--- config.mk ---
export PLATFORM = sky130hd
export DESIGN_NAME = spi_eeprom_job_sequencer
export DESIGN_NICKNAME = d
export VERILOG_FILES = /design/src/design/sejs_pkg.sv /design/src/design/spi_eeprom_job_sequencer.sv /design/src/design/sejs_pgrem.sv /design/src/design/sejs_core.sv /design/src/design/sejs_outq.sv
export SDC_FILE = /design/constraint.sdc
export NUM_CORES = 1
export LEC_CHECK = 0
export BUFFER_PORTS_ARGS = -buffer_cell sky130_fd_sc_hd__buf_2
export CAP_MARGIN = 20
export CORE_MARGIN = 10
export CORE_UTILIZATION = 60
export CTS_CLUSTER_DIAMETER = 50
export DETAILED_ROUTE_END_ITERATION = 8
export PLACE_DENSITY_LB_ADDON = 0.08
export SLEW_MARGIN = 20
export SYNTH_ARGS = -nofsm -noshare
export SYNTH_HDL_FRONTEND = slang
export SYNTH_HIERARCHICAL = 1
export SYNTH_SLANG_ARGS = --single-unit
export TNS_END_PERCENT = 5
--- constraint.sdc ---
create_clock -name i_clk -period 16.1 [get_ports i_clk]
set_clock_uncertainty 0.05 [all_clocks]
set_input_delay 1.61 -clock i_clk [delete_from_list [all_inputs] [get_ports i_clk]]
set_output_delay 1.61 -clock i_clk [all_outputs]
set_load 0.03 [all_outputs]
--- src/design/sejs_pkg.sv ---
package sejs_pkg;

    localparam int unsigned PAGE_BYTES_DEF   = 64;
    localparam int unsigned EEPROM_BYTES_DEF = 32768;

    localparam logic [31:0] WIN_LOW_RST = 32'h4000_0000;
    localparam logic [31:0] WIN_END_RST = 32'h4006_0000;

    localparam logic [7:0] CMD_READ  = 8'h03;
    localparam logic [7:0] CMD_WRITE = 8'h02;
    localparam logic [7:0] CMD_WREN  = 8'h06;
    localparam logic [7:0] CMD_RDSR  = 8'h05;
    localparam int unsigned WEL_BIT  = 1;

    localparam int unsigned Q_DEPTH = 4;
    localparam int unsigned CFG_IDX_W = 1;

    typedef enum logic [CFG_IDX_W-1:0] {
        CFG_WIN_LOW = 1'b0,
        CFG_WIN_END = 1'b1
    } t_cfg_idx;

    typedef enum logic [1:0] {
        REQ_READ  = 2'd0,
        REQ_WRITE = 2'd1,
        REQ_FRAME = 2'd2,
        REQ_RAM   = 2'd3
    } t_req_type;

    typedef enum logic [1:0] {
        KIND_FRAME = 2'd0,
        KIND_STORE = 2'd1,
        KIND_FETCH = 2'd2,
        KIND_DONE  = 2'd3
    } t_kind;

    typedef enum logic [2:0] {
        JC_OK         = 3'd0,
        JC_BUSY_SAME  = 3'd1,
        JC_BUSY_OTHER = 3'd2,
        JC_LEN_ERR    = 3'd3,
        JC_EE_ERR     = 3'd4,
        JC_RAM_ERR    = 3'd5,
        JC_FAIL       = 3'd6
    } t_job_code;

    typedef enum logic [3:0] {
        PH_IDLE     = 4'd0,
        PH_RD_CMD   = 4'd1,
        PH_RD_AH    = 4'd2,
        PH_RD_AL    = 4'd3,
        PH_RD_DATA  = 4'd4,
        PH_WR_WREN  = 4'd5,
        PH_WR_RDSR  = 4'd6,
        PH_WR_STAT  = 4'd7,
        PH_WR_CMD   = 4'd8,
        PH_WR_AH    = 4'd9,
        PH_WR_AL    = 4'd10,
        PH_WR_FETCH = 4'd11,
        PH_WR_DATA  = 4'd12
    } t_phase;

    typedef struct packed {
        logic [1:0]  req_type;
        logic [15:0] ee_addr;
        logic [31:0] ram_addr;
        logic [15:0] length;
        logic [7:0]  rx_byte;
        logic        spi_error;
        logic [7:0]  ram_data;
    } t_req;

    typedef struct packed {
        logic [1:0]  out_kind;
        logic [7:0]  tx_byte;
        logic        hold_select;
        logic [31:0] mem_addr;
        logic [7:0]  mem_byte;
        logic [2:0]  job_code;
        logic        busy_res;
        logic        last;
    } t_res;

    typedef struct packed {
        logic [1:0] cnt;
        t_res       r0;
        t_res       r1;
    } t_emit;

    function automatic t_res res_frame(logic [7:0] tx, logic hold);
        t_res r;
        r = '0;
        r.out_kind    = KIND_FRAME;
        r.tx_byte     = tx;
        r.hold_select = hold;
        r.last        = 1'b1;
        return r;
    endfunction

    function automatic t_res res_mem(t_kind kind, logic [31:0] addr, logic [7:0] data,
                                     logic lst);
        t_res r;
        r = '0;
        r.out_kind = kind;
        r.mem_addr = addr;
        r.mem_byte = data;
        r.last     = lst;
        return r;
    endfunction

    function automatic t_res res_done(t_job_code code);
        t_res r;
        r = '0;
        r.out_kind = KIND_DONE;
        r.job_code = code;
        r.last     = 1'b1;
        return r;
    endfunction

endpackage

--- src/design/spi_eeprom_job_sequencer.sv ---
// Results of an accepted item are written into the result queue at the accepting edge.
// Throughput: one item per cycle; an item yields zero, one or two results through a
// four-entry result queue, and the input is ready while two entries are free.
// Page remainder for a write job is computed in a pipelined multiply unit behind the start.
// Reset (synchronous, active low): no job, idle phase, empty queue, RAM window at defaults.
module spi_eeprom_job_sequencer #(
    parameter int unsigned PAGE_BYTES   = sejs_pkg::PAGE_BYTES_DEF,
    parameter int unsigned EEPROM_BYTES = sejs_pkg::EEPROM_BYTES_DEF
) (
    input  logic                              i_clk,
    input  logic                              i_rst_n,
    input  logic                              i_in_valid,
    output logic                              o_in_ready,
    input  sejs_pkg::t_req                    i_in_data,
    output logic                              o_out_valid,
    input  logic                              i_out_ready,
    output sejs_pkg::t_res                    o_out_data,
    input  logic                              i_cfg_valid,
    output logic                              o_cfg_ready,
    input  logic [sejs_pkg::CFG_IDX_W-1:0]    i_cfg_index,
    input  logic [31:0]                       i_cfg_data
);

    logic [31:0]      r_win_low;
    logic [31:0]      r_win_end;
    logic             acc;
    sejs_pkg::t_emit  emit;

    assign o_cfg_ready = 1'b1;
    assign acc = i_in_valid && o_in_ready;

    always_ff @(posedge i_clk) begin
        if (!i_rst_n) begin
            r_win_low <= sejs_pkg::WIN_LOW_RST;
            r_win_end <= sejs_pkg::WIN_END_RST;
        end else if (i_cfg_valid) begin
            unique case (i_cfg_index)
                sejs_pkg::CFG_WIN_LOW: r_win_low <= i_cfg_data;
                sejs_pkg::CFG_WIN_END: r_win_end <= i_cfg_data;
                default: begin
                end
            endcase
        end
    end

    sejs_core #(
        .PAGE_BYTES   (PAGE_BYTES),
        .EEPROM_BYTES (EEPROM_BYTES)
    ) u_core (
        .i_clk     (i_clk),
        .i_rst_n   (i_rst_n),
        .i_acc     (acc),
        .i_item    (i_in_data),
        .i_win_low (r_win_low),
        .i_win_end (r_win_end),
        .o_emit    (emit)
    );

    sejs_outq u_outq (
        .i_clk   (i_clk),
        .i_rst_n (i_rst_n),
        .i_emit  (emit),
        .o_room  (o_in_ready),
        .o_valid (o_out_valid),
        .i_ready (i_out_ready),
        .o_data  (o_out_data)
    );

endmodule

--- src/design/sejs_pgrem.sv ---
module sejs_pgrem #(
    parameter int unsigned PAGE_BYTES = sejs_pkg::PAGE_BYTES_DEF
) (
    input  logic                                i_clk,
    input  logic                                i_load,
    input  logic [15:0]                         i_x,
    output logic [$clog2(PAGE_BYTES + 1)-1:0]   o_room
);

    localparam int PW = $clog2(PAGE_BYTES + 1);
    localparam int SH = 24;
    localparam longint unsigned RECIP = (64'd1 << SH) / PAGE_BYTES;
    localparam int MW = $clog2(RECIP + 1);
    localparam int PRW = 16 + MW;
    localparam logic [MW-1:0] RECIP_C = MW'(RECIP);
    localparam logic [PW:0] PAGE_W = (PW + 1)'(PAGE_BYTES);

    logic [15:0]    r_x;
    logic [15:0]    r_x_d;
    logic [PRW-1:0] r_prod;
    logic [PW:0]    r_raw;
    logic [15:0]    quot;
    logic [15:0]    qp;
    logic [PW:0]    rem;

    // quotient estimate is exact or one low
    assign quot = 16'(r_prod >> SH);
    assign qp   = quot * 16'(PAGE_BYTES);

    always_ff @(posedge i_clk) begin
        if (i_load) begin
            r_x <= i_x;
        end
        r_x_d  <= r_x;
        r_prod <= PRW'(r_x) * PRW'(RECIP_C);
        r_raw  <= (PW + 1)'(r_x_d - qp);
    end

    assign rem    = (r_raw >= PAGE_W) ? (r_raw - PAGE_W) : r_raw;
    assign o_room = PW'(PAGE_W - rem);

endmodule

--- src/design/sejs_core.sv ---
module sejs_core #(
    parameter int unsigned PAGE_BYTES   = sejs_pkg::PAGE_BYTES_DEF,
    parameter int unsigned EEPROM_BYTES = sejs_pkg::EEPROM_BYTES_DEF
) (
    input  logic                  i_clk,
    input  logic                  i_rst_n,
    input  logic                  i_acc,
    input  sejs_pkg::t_req        i_item,
    input  logic [31:0]           i_win_low,
    input  logic [31:0]           i_win_end,
    output sejs_pkg::t_emit       o_emit
);

    localparam int PW = $clog2(PAGE_BYTES + 1);
    localparam logic [16:0]   EE_LIM    = 17'(EEPROM_BYTES);
    localparam logic [PW-1:0] CHUNK_ONE = PW'(1);

    logic                r_active;
    sejs_pkg::t_phase    r_phase;
    logic [15:0]         r_ee_start;
    logic [31:0]         r_ram_start;
    logic [15:0]         r_len;
    logic [15:0]         r_bytes_left;
    logic [PW-1:0]       r_chunk_left;
    logic [15:0]         r_ee_cur;
    logic [31:0]         r_ram_cur;

    logic                n_active;
    sejs_pkg::t_phase    n_phase;
    logic [15:0]         n_ee_start;
    logic [31:0]         n_ram_start;
    logic [15:0]         n_len;
    logic [15:0]         n_bytes_left;
    logic [PW-1:0]       n_chunk_left;
    logic [15:0]         n_ee_cur;
    logic [31:0]         n_ram_cur;

    sejs_pkg::t_emit     em;
    logic                div_load;
    logic [15:0]         div_x;
    logic [PW-1:0]       room;
    logic [PW-1:0]       chunk_first;
    logic [16:0]         ee_end;
    logic [32:0]         ram_end;
    logic                same_job;
    logic [15:0]         ee_nx;
    logic [31:0]         ram_nx;
    logic [15:0]         bl_dec;
    logic [PW-1:0]       ck_dec;

    sejs_pgrem #(
        .PAGE_BYTES (PAGE_BYTES)
    ) u_pgrem (
        .i_clk  (i_clk),
        .i_load (div_load),
        .i_x    (div_x),
        .o_room (room)
    );

    assign ee_end   = {1'b0, i_item.ee_addr} + {1'b0, i_item.length};
    assign ram_end  = {1'b0, i_item.ram_addr} + 33'(i_item.length);
    assign same_job = (i_item.ee_addr == r_ee_start) && (i_item.ram_addr == r_ram_start)
                      && (i_item.length == r_len);
    assign ee_nx    = r_ee_cur + 16'd1;
    assign ram_nx   = r_ram_cur + 32'd1;
    assign bl_dec   = r_bytes_left - 16'd1;
    assign ck_dec   = r_chunk_left - CHUNK_ONE;
    assign chunk_first = (16'(room) > r_bytes_left) ? PW'(r_bytes_left) : room;

    always_comb begin
        n_active     = r_active;
        n_phase      = r_phase;
        n_ee_start   = r_ee_start;
        n_ram_start  = r_ram_start;
        n_len        = r_len;
        n_bytes_left = r_bytes_left;
        n_chunk_left = r_chunk_left;
        n_ee_cur     = r_ee_cur;
        n_ram_cur    = r_ram_cur;
        em           = '0;
        div_load     = 1'b0;
        div_x        = i_item.ee_addr;

        if (i_acc) begin
            unique case (i_item.req_type)
                sejs_pkg::REQ_READ, sejs_pkg::REQ_WRITE: begin
                    em.cnt = 2'd1;
                    priority if (r_active) begin
                        em.r0 = sejs_pkg::res_done(same_job ? sejs_pkg::JC_BUSY_SAME
                                                            : sejs_pkg::JC_BUSY_OTHER);
                    end else if (i_item.length == 16'd0
                                 || {1'b0, i_item.length} >= EE_LIM) begin
                        em.r0 = sejs_pkg::res_done(sejs_pkg::JC_LEN_ERR);
                    end else if (ee_end > EE_LIM) begin
                        em.r0 = sejs_pkg::res_done(sejs_pkg::JC_EE_ERR);
                    end else if (i_item.ram_addr < i_win_low || ram_end > {1'b0, i_win_end}) begin
                        em.r0 = sejs_pkg::res_done(sejs_pkg::JC_RAM_ERR);
                    end else begin
                        n_active     = 1'b1;
                        n_ee_start   = i_item.ee_addr;
                        n_ram_start  = i_item.ram_addr;
                        n_len        = i_item.length;
                        n_bytes_left = i_item.length;
                        n_ee_cur     = i_item.ee_addr;
                        n_ram_cur    = i_item.ram_addr;
                        if (i_item.req_type == sejs_pkg::REQ_WRITE) begin
                            div_load = 1'b1;
                            n_phase  = sejs_pkg::PH_WR_WREN;
                            em.r0    = sejs_pkg::res_frame(sejs_pkg::CMD_WREN, 1'b0);
                        end else begin
                            n_phase = sejs_pkg::PH_RD_CMD;
                            em.r0   = sejs_pkg::res_frame(sejs_pkg::CMD_READ, 1'b1);
                        end
                    end
                end
                sejs_pkg::REQ_RAM: begin
                    if (r_phase == sejs_pkg::PH_WR_FETCH) begin
                        em.cnt  = 2'd1;
                        n_phase = sejs_pkg::PH_WR_DATA;
                        em.r0   = sejs_pkg::res_frame(i_item.ram_data,
                                                      r_chunk_left != CHUNK_ONE);
                    end
                end
                sejs_pkg::REQ_FRAME: begin
                    if (r_phase != sejs_pkg::PH_IDLE && r_phase != sejs_pkg::PH_WR_FETCH
                        && i_item.spi_error) begin
                        em.cnt   = 2'd1;
                        n_active = 1'b0;
                        n_phase  = sejs_pkg::PH_IDLE;
                        em.r0    = sejs_pkg::res_done(sejs_pkg::JC_FAIL);
                    end else begin
                        unique case (r_phase)
                            sejs_pkg::PH_RD_CMD, sejs_pkg::PH_WR_CMD: begin
                                em.cnt  = 2'd1;
                                n_phase = (r_phase == sejs_pkg::PH_RD_CMD)
                                          ? sejs_pkg::PH_RD_AH : sejs_pkg::PH_WR_AH;
                                em.r0   = sejs_pkg::res_frame(r_ee_cur[15:8], 1'b1);
                            end
                            sejs_pkg::PH_RD_AH, sejs_pkg::PH_WR_AH: begin
                                em.cnt  = 2'd1;
                                n_phase = (r_phase == sejs_pkg::PH_RD_AH)
                                          ? sejs_pkg::PH_RD_AL : sejs_pkg::PH_WR_AL;
                                em.r0   = sejs_pkg::res_frame(r_ee_cur[7:0], 1'b1);
                            end
                            sejs_pkg::PH_RD_AL: begin
                                em.cnt  = 2'd1;
                                n_phase = sejs_pkg::PH_RD_DATA;
                                em.r0   = sejs_pkg::res_frame(8'h00, r_bytes_left != 16'd1);
                            end
                            sejs_pkg::PH_RD_DATA: begin
                                em.cnt       = 2'd2;
                                n_bytes_left = bl_dec;
                                n_ram_cur    = ram_nx;
                                n_ee_cur     = ee_nx;
                                em.r0 = sejs_pkg::res_mem(sejs_pkg::KIND_STORE, r_ram_cur,
                                                          i_item.rx_byte, 1'b0);
                                if (r_bytes_left == 16'd1) begin
                                    n_active = 1'b0;
                                    n_phase  = sejs_pkg::PH_IDLE;
                                    em.r1    = sejs_pkg::res_done(sejs_pkg::JC_OK);
                                end else begin
                                    em.r1 = sejs_pkg::res_frame(8'h00, r_bytes_left != 16'd2);
                                end
                            end
                            sejs_pkg::PH_WR_WREN: begin
                                em.cnt  = 2'd1;
                                n_phase = sejs_pkg::PH_WR_RDSR;
                                em.r0   = sejs_pkg::res_frame(sejs_pkg::CMD_RDSR, 1'b1);
                            end
                            sejs_pkg::PH_WR_RDSR: begin
                                em.cnt  = 2'd1;
                                n_phase = sejs_pkg::PH_WR_STAT;
                                em.r0   = sejs_pkg::res_frame(8'h00, 1'b0);
                            end
                            sejs_pkg::PH_WR_STAT: begin
                                em.cnt = 2'd1;
                                if (!i_item.rx_byte[sejs_pkg::WEL_BIT]) begin
                                    n_active = 1'b0;
                                    n_phase  = sejs_pkg::PH_IDLE;
                                    em.r0    = sejs_pkg::res_done(sejs_pkg::JC_FAIL);
                                end else begin
                                    n_phase      = sejs_pkg::PH_WR_CMD;
                                    n_chunk_left = chunk_first;
                                    em.r0 = sejs_pkg::res_frame(sejs_pkg::CMD_WRITE, 1'b1);
                                end
                            end
                            sejs_pkg::PH_WR_AL: begin
                                em.cnt  = 2'd1;
                                n_phase = sejs_pkg::PH_WR_FETCH;
                                em.r0   = sejs_pkg::res_mem(sejs_pkg::KIND_FETCH, r_ram_cur,
                                                            8'h00, 1'b1);
                            end
                            sejs_pkg::PH_WR_DATA: begin
                                em.cnt       = 2'd1;
                                n_bytes_left = bl_dec;
                                n_chunk_left = ck_dec;
                                n_ram_cur    = ram_nx;
                                n_ee_cur     = ee_nx;
                                priority if (r_bytes_left == 16'd1) begin
                                    n_active = 1'b0;
                                    n_phase  = sejs_pkg::PH_IDLE;
                                    em.r0    = sejs_pkg::res_done(sejs_pkg::JC_OK);
                                end else if (r_chunk_left == CHUNK_ONE) begin
                                    div_load = 1'b1;
                                    div_x    = ee_nx;
                                    n_phase  = sejs_pkg::PH_WR_WREN;
                                    em.r0    = sejs_pkg::res_frame(sejs_pkg::CMD_WREN, 1'b0);
                                end else begin
                                    n_phase = sejs_pkg::PH_WR_FETCH;
                                    em.r0   = sejs_pkg::res_mem(sejs_pkg::KIND_FETCH, ram_nx,
                                                                8'h00, 1'b1);
                                end
                            end
                            default: begin
                            end
                        endcase
                    end
                end
                default: begin
                end
            endcase
        end

        em.r0.busy_res = n_active;
        em.r1.busy_res = n_active;
    end

    assign o_emit = em;

    always_ff @(posedge i_clk) begin
        if (!i_rst_n) begin
            r_active <= 1'b0;
            r_phase  <= sejs_pkg::PH_IDLE;
        end else begin
            r_active <= n_active;
            r_phase  <= n_phase;
        end
    end

    always_ff @(posedge i_clk) begin
        r_ee_start   <= n_ee_start;
        r_ram_start  <= n_ram_start;
        r_len        <= n_len;
        r_bytes_left <= n_bytes_left;
        r_chunk_left <= n_chunk_left;
        r_ee_cur     <= n_ee_cur;
        r_ram_cur    <= n_ram_cur;
    end

`ifndef SYNTH
    a_active_phase: assert property (@(posedge i_clk) disable iff (!i_rst_n)
        r_active == (r_phase != sejs_pkg::PH_IDLE))
        else $error("job active flag and phase disagree");

    a_bytes_left: assert property (@(posedge i_clk) disable iff (!i_rst_n)
        r_active |-> (r_bytes_left != 16'd0))
        else $error("active job with no bytes left");

    a_chunk_left: assert property (@(posedge i_clk) disable iff (!i_rst_n)
        (r_phase == sejs_pkg::PH_WR_FETCH || r_phase == sejs_pkg::PH_WR_DATA)
        |-> (r_chunk_left != '0))
        else $error("page transfer with empty chunk");

    a_two_results: assert property (@(posedge i_clk) disable iff (!i_rst_n)
        (i_acc && o_emit.cnt == 2'd2)
        |-> (i_item.req_type == sejs_pkg::REQ_FRAME && r_phase == sejs_pkg::PH_RD_DATA))
        else $error("two results outside read data phase");
`endif

endmodule

--- src/design/sejs_outq.sv ---
module sejs_outq (
    input  logic              i_clk,
    input  logic              i_rst_n,
    input  sejs_pkg::t_emit   i_emit,
    output logic              o_room,
    output logic              o_valid,
    input  logic              i_ready,
    output sejs_pkg::t_res    o_data
);

    localparam int DEPTH = sejs_pkg::Q_DEPTH;
    localparam int AW = $clog2(DEPTH);
    localparam int CW = $clog2(DEPTH + 1);

    sejs_pkg::t_res r_mem [DEPTH];
    logic [AW-1:0]  r_head;
    logic [AW-1:0]  r_tail;
    logic [CW-1:0]  r_count;
    logic [AW-1:0]  tail1;
    logic           pop;

    assign tail1   = r_tail + AW'(1);
    assign o_valid = (r_count != '0);
    assign pop     = o_valid && i_ready;
    assign o_data  = r_mem[r_head];
    assign o_room  = (r_count <= CW'(DEPTH - 2));

    always_ff @(posedge i_clk) begin
        if (i_emit.cnt != 2'd0) begin
            r_mem[r_tail] <= i_emit.r0;
        end
        if (i_emit.cnt == 2'd2) begin
            r_mem[tail1] <= i_emit.r1;
        end
    end

    always_ff @(posedge i_clk) begin
        if (!i_rst_n) begin
            r_head  <= '0;
            r_tail  <= '0;
            r_count <= '0;
        end else begin
            r_head  <= r_head + AW'(pop);
            r_tail  <= r_tail + AW'(i_emit.cnt);
            r_count <= r_count + CW'(i_emit.cnt) - CW'(pop);
        end
    end

`ifndef SYNTH
    a_no_overflow: assert property (@(posedge i_clk) disable iff (!i_rst_n)
        (CW'(i_emit.cnt) + r_count) <= CW'(DEPTH))
        else $error("result queue overflow");

    a_push_shows: assert property (@(posedge i_clk) disable iff (!i_rst_n)
        (i_emit.cnt != 2'd0) |=> o_valid)
        else $error("pushed result not visible");
`endif

endmodule
==> qor.log, run 1 <==
[critical_path] endpoint type of the worst setup path register
[floorplan] height of the chip 233.2 um
[synthesis] Warnings, synthesis 6
[place] half-perimeter wire length after detailed placement 48590 um
[detailed_routing] via count 19160
[clocking] number of buffers inserted during clock tree synthesis 51
[global_route] global-route wire length before repair 108800 um
[floorplan] number of I/O pins 180
[power] P_sw 0.9329 mW
[run_status] status finished, final reports clean
[critical_path] buffers plus inverters on the worst setup path 3
[critical_path] highest-delay cell along the critical path sky130_fd_sc_hd__buf_4
[critical_path] startpoint kind of the worst setup timing path input pin
[power] Internal Dissipation 2.252 mW
[hold_path] hold depth 0
[detailed_routing] residual DRC count 0
[floorplan] initial core utilization 60.35%
[critical_path] endpoint of the worst register-to-register path u_outq/r_mem[3][32]
[detailed_routing] DRT iter0 DRCs 1709
[layout] commonest non-fill, non-tap cell in the layout sky130_fd_sc_hd__edfxtp_1
[critical_path] flop2flop setup slack 10830 ps
[sta] transition time at the pin with the least slew margin 1115 ps
[detailed_routing] Antenna Nets Post-Route 0
[critical_path] worst reg2reg startpoint u_core/r_phase[1]
[detailed_routing] via count normalized by instance count 6.009
[power] power share of the combinational group 21.4%
[global_route] pin count of the biggest net entering global routing 88
[sta] Slew headroom 25.69%
[sta] fin crit share 42.16%
[clocking] level count of the clock H-tree 2
[clocking] root buffer selected by CTS sky130_fd_sc_hd__clkbuf_16
[global_route] Total Routing Usage GR 25.50%
[layout] area taken by multi-input logic gates 13250 um2
[global_route] number of global-route vias before repair 19320
[critical_path] cell class contributing the biggest share of worst-path delay simple AND/OR/NAND/NOR gates
[critical_path] Crit Path Max Fanout 64
[sta] time the worst path needs with I/O delays and setup 6788 ps
[clocking] clock tree from TritonCTS built
[clocking] clock slew at the register clock pins of the worst setup and hold paths 60 ps
[synthesis] cell count after synthesis 2413
[critical_path] number of cells on the worst reg-to-reg path 8
[place] Final GP Congestion 0.8793
[global_route] antenna violations before repair 2
[critical_path] crit-path max cell delay 730 ps
[synthesis] average size of a mapped cell 11.30 um2
[layout] Filler Cells Inserted 3442
[layout] final core utilization 66.30%
[floorplan] standard-cell row count 78
[clocking] Hold Buf Count CTS 0
[floorplan] core area 45190 um2
[sta] Max Clock Freq 147.3 MHz
[floorplan] overall die area 54380 um2
[critical_path] critical path data arrival time 6940 ps
[hold_path] path class of the lowest-slack min-delay path register to register
[clocking] worst skew pair latency 600 ps
[clocking] Post-CTS Setup Repair Bufs 0
[layout] share of layout cells above drive strength 1 19.86%
[critical_path] kind of critical path input pin to register
[floorplan] Horiz. Die Dim 233.2 um
[power] leakage power summed over all cells 11.77 nW
[power] worst-case vdd ir drop 85.43 uV
[layout] most frequent cells in the layout sky130_fd_sc_hd__edfxtp_1 (365), sky130_fd_sc_hd__nand2_1 (253), sky130_fd_sc_hd__buf_2 (177)
[power] switching portion of total power 29.29%
[layout] synthesis-to-layout area growth 9.865%
[detailed_routing] routed length per instance 21.98 um
[critical_path] worst path required time 16250 ps
[hold_path] end point of the worst hold path u_core/u_pgrem/r_raw[1]
[clocking] number of sinks on the clock net 453
[sta] number of hold violations in the final report 0
[power] Reg power frac 42.8%
[synthesis] Cell Area, Synth 27270 um2
[layout] final-stage net count 2784
[global_route] total global routing overflow 0
[clocking] Longest Clk Path Bufs 3
[detailed_routing] detailed-route wire length 70100 um
[run] total of max-cap violations 0
[sta] Final Setup Violations 0
[critical_path] cells along the critical path buf_2 > ha_1 > inv_1 > fa_1 > nand2b_1 > a211oi_1 > or4b_1 > a21oi_1 > nor2_1 > nand2_1 > nor4_1 > xor2_1 > ha_1 > a21o_1 > a21oi_1 > and2_1 > nand4_1 > o211ai_1 > o211ai_2 > nor4_4 > buf_4
[power] Clock power frac 35.8%
[place] count of buffers inserted at the top-level ports 178
[layout] area taken by flip-flops and latches 12730 um2
[sta] RSZ-0062 raised after global routing false
[detailed_routing] number of iterations in the first detailed-routing pass 6
[clocking] post-cts repair resize count 0
[hold_path] launch instance of the worst min-delay path u_core/u_pgrem/r_prod[19]
[sta] final max-slew violation count 0
[power] Power Density 106.3 nW/um2
[sta] setup TNS after final layout 0 ps
[worst max path at each step]
stage | slack [ps] | from | cells past startpoint | to
6_report | 9310 | i_in_data[17] | 21 | u_core/r_ram_start[3]
5_1_grt | 8930 | i_in_data[18] | 20 | u_core/r_ram_start[3]
4_1_cts | 9420 | i_in_data[18] | 20 | u_core/r_ram_start[3]
3_5_place_dp | 8830 | i_in_data[18] | 20 | u_core/r_ram_start[10]
3_3_place_gp | 8960 | i_in_data[17] | 20 | u_core/r_ram_start[10]
2_1_floorplan | 6870 | i_in_data[17] | 21 | u_outq/r_mem[0][47]
[routing by layer]
| metal | GRT usage (%) | up-vias | share of wire, % |
|---|---|---|---|
| met3 | 3.603 | 91 | 6.2 |
| li1 | - | 9052 | - |
| met1 | 34.72 | 9400 | 44 |
| met2 | 42.49 | 619 | 48 |
| met4 | 5.944 | 0 | 1.9 |
| met5 | 0 | - | 0 |
[power groups by stage]
stage	Sequential [mW]	Clock (mW)	Combinational (mW)
after floorplan	1.37	0	0.509
after global placement	1.39	0	0.674
after detailed placement	1.39	0	0.680
after CTS	1.37	1.16	0.683
after global routing	1.37	1.21	0.733
final	1.36	1.14	0.680
[flip-flops by register name, summed over array words and instances (netlist names), 7 cells and up]
signal               flops
u_core/r_ram_start      32
u_core/r_ram_cur        32
u_core/r_ee_cur         16
u_core/r_ee_start       16
r_win_low               32
u_outq/r_mem           224
u_core/r_chunk_left      7
u_core/r_len            16
r_win_end               32
u_core/r_bytes_left     16
[stage by stage]
step	hold slack [ps]	power (mW)	instance area, um2	setup WS, ps	instances
4_1_cts	275.9	3.205	29920	9423	3187
3_5_place_dp	270.0	2.070	28280	8832	3093
2_1_floorplan	259.6	1.881	27460	6866	2463
3_3_place_gp	266.1	2.060	28270	8960	3093
6_report	276.9	3.185	29960	9312	3189
5_1_grt	283.8	3.314	29960	8932	3188
[area by class of cell]
class	count	area share [%]
clock inverter	18	0.5805
timing repair buffer	202	3.650
clock buffer	76	4.916
antenna	1	0.008353
multi-input combinational	1708	44.22
tap	600	2.506
sequential	453	42.48
inverter	131	1.641
(Power assumes the default switching activity.)
==> run 2, diff against run 1 <==
- CORE_UTILIZATION: 60 -> 56
- clock period: 16.1 -> 5.9 ns (I/O delays scaled with it)
==> qor.log, run 2 (same netlist as run 1, synthesis figures left out) <==
[clocking] Longest Clk Path Bufs 3
[sta] RSZ-0062 raised after global routing false
[sta] transition time at the pin with the least slew margin 1073 ps
[sta] setup ws final 715.8 ps
[layout] Filler Cells Inserted 3813
[floorplan] core area 47950 um2
[place] Placed Instance Area 28500 um2
[detailed_routing] residual DRC count 0
[place] pre-CTS worst setup slack 209.3 ps
[detailed_routing] Antenna Nets Post-Route 0
[detailed_routing] DRT iter0 DRCs 1716
[sta] Final Setup Violations 0
[layout] area taken by multi-input logic gates 13310 um2
[power] Tot Pwr 8.827 mW
[sta] time the worst path needs with I/O delays and setup 5184 ps
[run_status] status finished, final reports clean
[layout] commonest non-fill, non-tap cell in the layout sky130_fd_sc_hd__edfxtp_1
[clocking] root buffer selected by CTS sky130_fd_sc_hd__clkbuf_16
[critical_path] kind of critical path input pin to register
[critical_path] endpoint type of the worst setup path register
[layout] area taken by flip-flops and latches 12730 um2
[clocking] worst skew pair latency 610 ps
[sta] Slew headroom 28.48%
[sta] fin crit share 87.87%
[global_route] Total Routing Usage GR 24.74%
[power] worst-case vdd ir drop 207.1 uV
[hold_path] path class of the lowest-slack min-delay path input pin to register
[layout] synthesis-to-layout area growth 10.97%
[sta] setup TNS after final layout 0 ps
[power] leakage power summed over all cells 11.90 nW
[layout] number of flip-flops under the largest register name 224
[clocking] Post-CTS Setup Repair Bufs 0
[critical_path] startpoint kind of the worst setup timing path input pin
[floorplan] Horiz. Die Dim 240.7 um
[global_route] pin count of the biggest net entering global routing 65
[clocking] Hold Buf Count CTS 0
[layout] most frequent cells in the layout sky130_fd_sc_hd__edfxtp_1 (365), sky130_fd_sc_hd__nand2_1 (253), sky130_fd_sc_hd__buf_2 (177)
[critical_path] Crit Path Max Fanout 64
[power] Power Density 291.7 nW/um2
[detailed_routing] via count 19250
[floorplan] number of I/O pins 180
[sta] number of hold violations in the final report 0
[clocking] clock tree from TritonCTS built
[place] Final GP Congestion 0.9071
[global_route] antenna violations before repair 6
[layout] share of layout cells above drive strength 1 20.96%
[floorplan] overall die area 57920 um2
[detailed_routing] via count normalized by instance count 5.975
[sta] Max Clock Freq 192.9 MHz
[clocking] number of buffers inserted during clock tree synthesis 52
[global_route] number of global-route vias before repair 19340
[critical_path] critical path data arrival time 5390 ps
[detailed_routing] routed length per instance 22.38 um
[critical_path] worst path required time 6100 ps
[global_route] total global routing overflow 0
[floorplan] standard-cell row count 80
[detailed_routing] number of iterations in the first detailed-routing pass 6
[run] total of max-cap violations 0
[layout] final instance area 30260 um2
[place] count of buffers inserted at the top-level ports 178
[layout] Biggest register u_outq/r_mem
[layout] final-stage net count 2798
[clocking] clock slew at the register clock pins of the worst setup and hold paths 60 ps
[detailed_routing] detailed-route wire length 72110 um
[floorplan] initial core utilization 56.87%
[global_route] global-route wire length before repair 111000 um
[floorplan] height of the chip 240.7 um
[sta] final max-slew violation count 0
[clocking] number of sinks on the clock net 453
[clocking] post-cts repair resize count 0
[clocking] level count of the clock H-tree 2
[place] half-perimeter wire length after detailed placement 50440 um
[run 2: cell count changes in the layout (fill, tap and decap cells not counted), sizes merged]
cell / delta
clkinv: -3
bufinv: -1
clkbuf: +5
diode: +1
clkinvlp: -1
inv: +4
buf: +13
[run 2: power breakdown]
part           internal, mW  switching [mW]
sequential             3.62           0.139
clock                  1.88            1.33
combinational         0.716            1.14
[run 2: through the flow]
| step | util [%] | cells | hold slack, ps |
|---|---|---|---|
| floorplan | - | 2463 | 259.6 |
| global placement | 59.44 | 3121 | 262.1 |
| detailed placement | 59.44 | 3121 | 268.4 |
| CTS | 63.02 | 3219 | 161.2 |
| global route | 63.10 | 3220 | 182.6 |
| finish | 63.11 | 3222 | 187.3 |
[run 2: critical path: stages]
cell                       delay (ps)
sky130_fd_sc_hd__buf_2            150
sky130_fd_sc_hd__ha_1             410
sky130_fd_sc_hd__a21oi_2          110
sky130_fd_sc_hd__o21ai_0          280
sky130_fd_sc_hd__a41o_1           300
sky130_fd_sc_hd__a21oi_1          120
sky130_fd_sc_hd__a21oi_1          250
sky130_fd_sc_hd__nor2b_2          310
sky130_fd_sc_hd__nand3_1          140
sky130_fd_sc_hd__xnor2_1          160
sky130_fd_sc_hd__ha_1             320
sky130_fd_sc_hd__nand4_1          170
sky130_fd_sc_hd__nor4_1           290
sky130_fd_sc_hd__nor3b_2          270
sky130_fd_sc_hd__nand4_1          140
sky130_fd_sc_hd__o211ai_1         130
sky130_fd_sc_hd__o211ai_2         330
sky130_fd_sc_hd__nor4_4           490
sky130_fd_sc_hd__buf_12           380
[run 2: area by class of cell]
cell class | count | share of cell area (%)
tap | 615 | 2.543
antenna | 2 | 0.01654
clock buffer | 81 | 5.177
sequential | 453 | 42.06
inverter | 131 | 1.625
clock inverter | 17 | 0.4920
timing repair buffer | 215 | 4.102
multi-input combinational | 1708 | 43.99
[run 2: path summary, 6_finish.rpt]
check | start | to | slack [ps] | cells past startpoint
max | i_in_data[19] | u_core/r_ee_start[10] | 720 | 19
min | i_in_data[34] | u_core/r_ram_start[1] | 190 | 1
max reg2reg | u_core/r_phase[1] | u_outq/r_mem[2][37] | 1530 | 10
min reg2reg | u_core/u_pgrem/r_prod[21] | u_core/u_pgrem/r_raw[3] | 280 | 0
[run 2: per-layer routing]
| metal | up-vias | part of all wire (%) | track usage [%] |
|---|---|---|---|
| met5 | - | 0.049 | 0 |
| met2 | 665 | 47 | 40.63 |
| li1 | 9103 | - | - |
| met4 | 6 | 2.5 | 7.841 |
| met3 | 120 | 6.6 | 4.449 |
| met1 | 9359 | 44 | 32.78 |
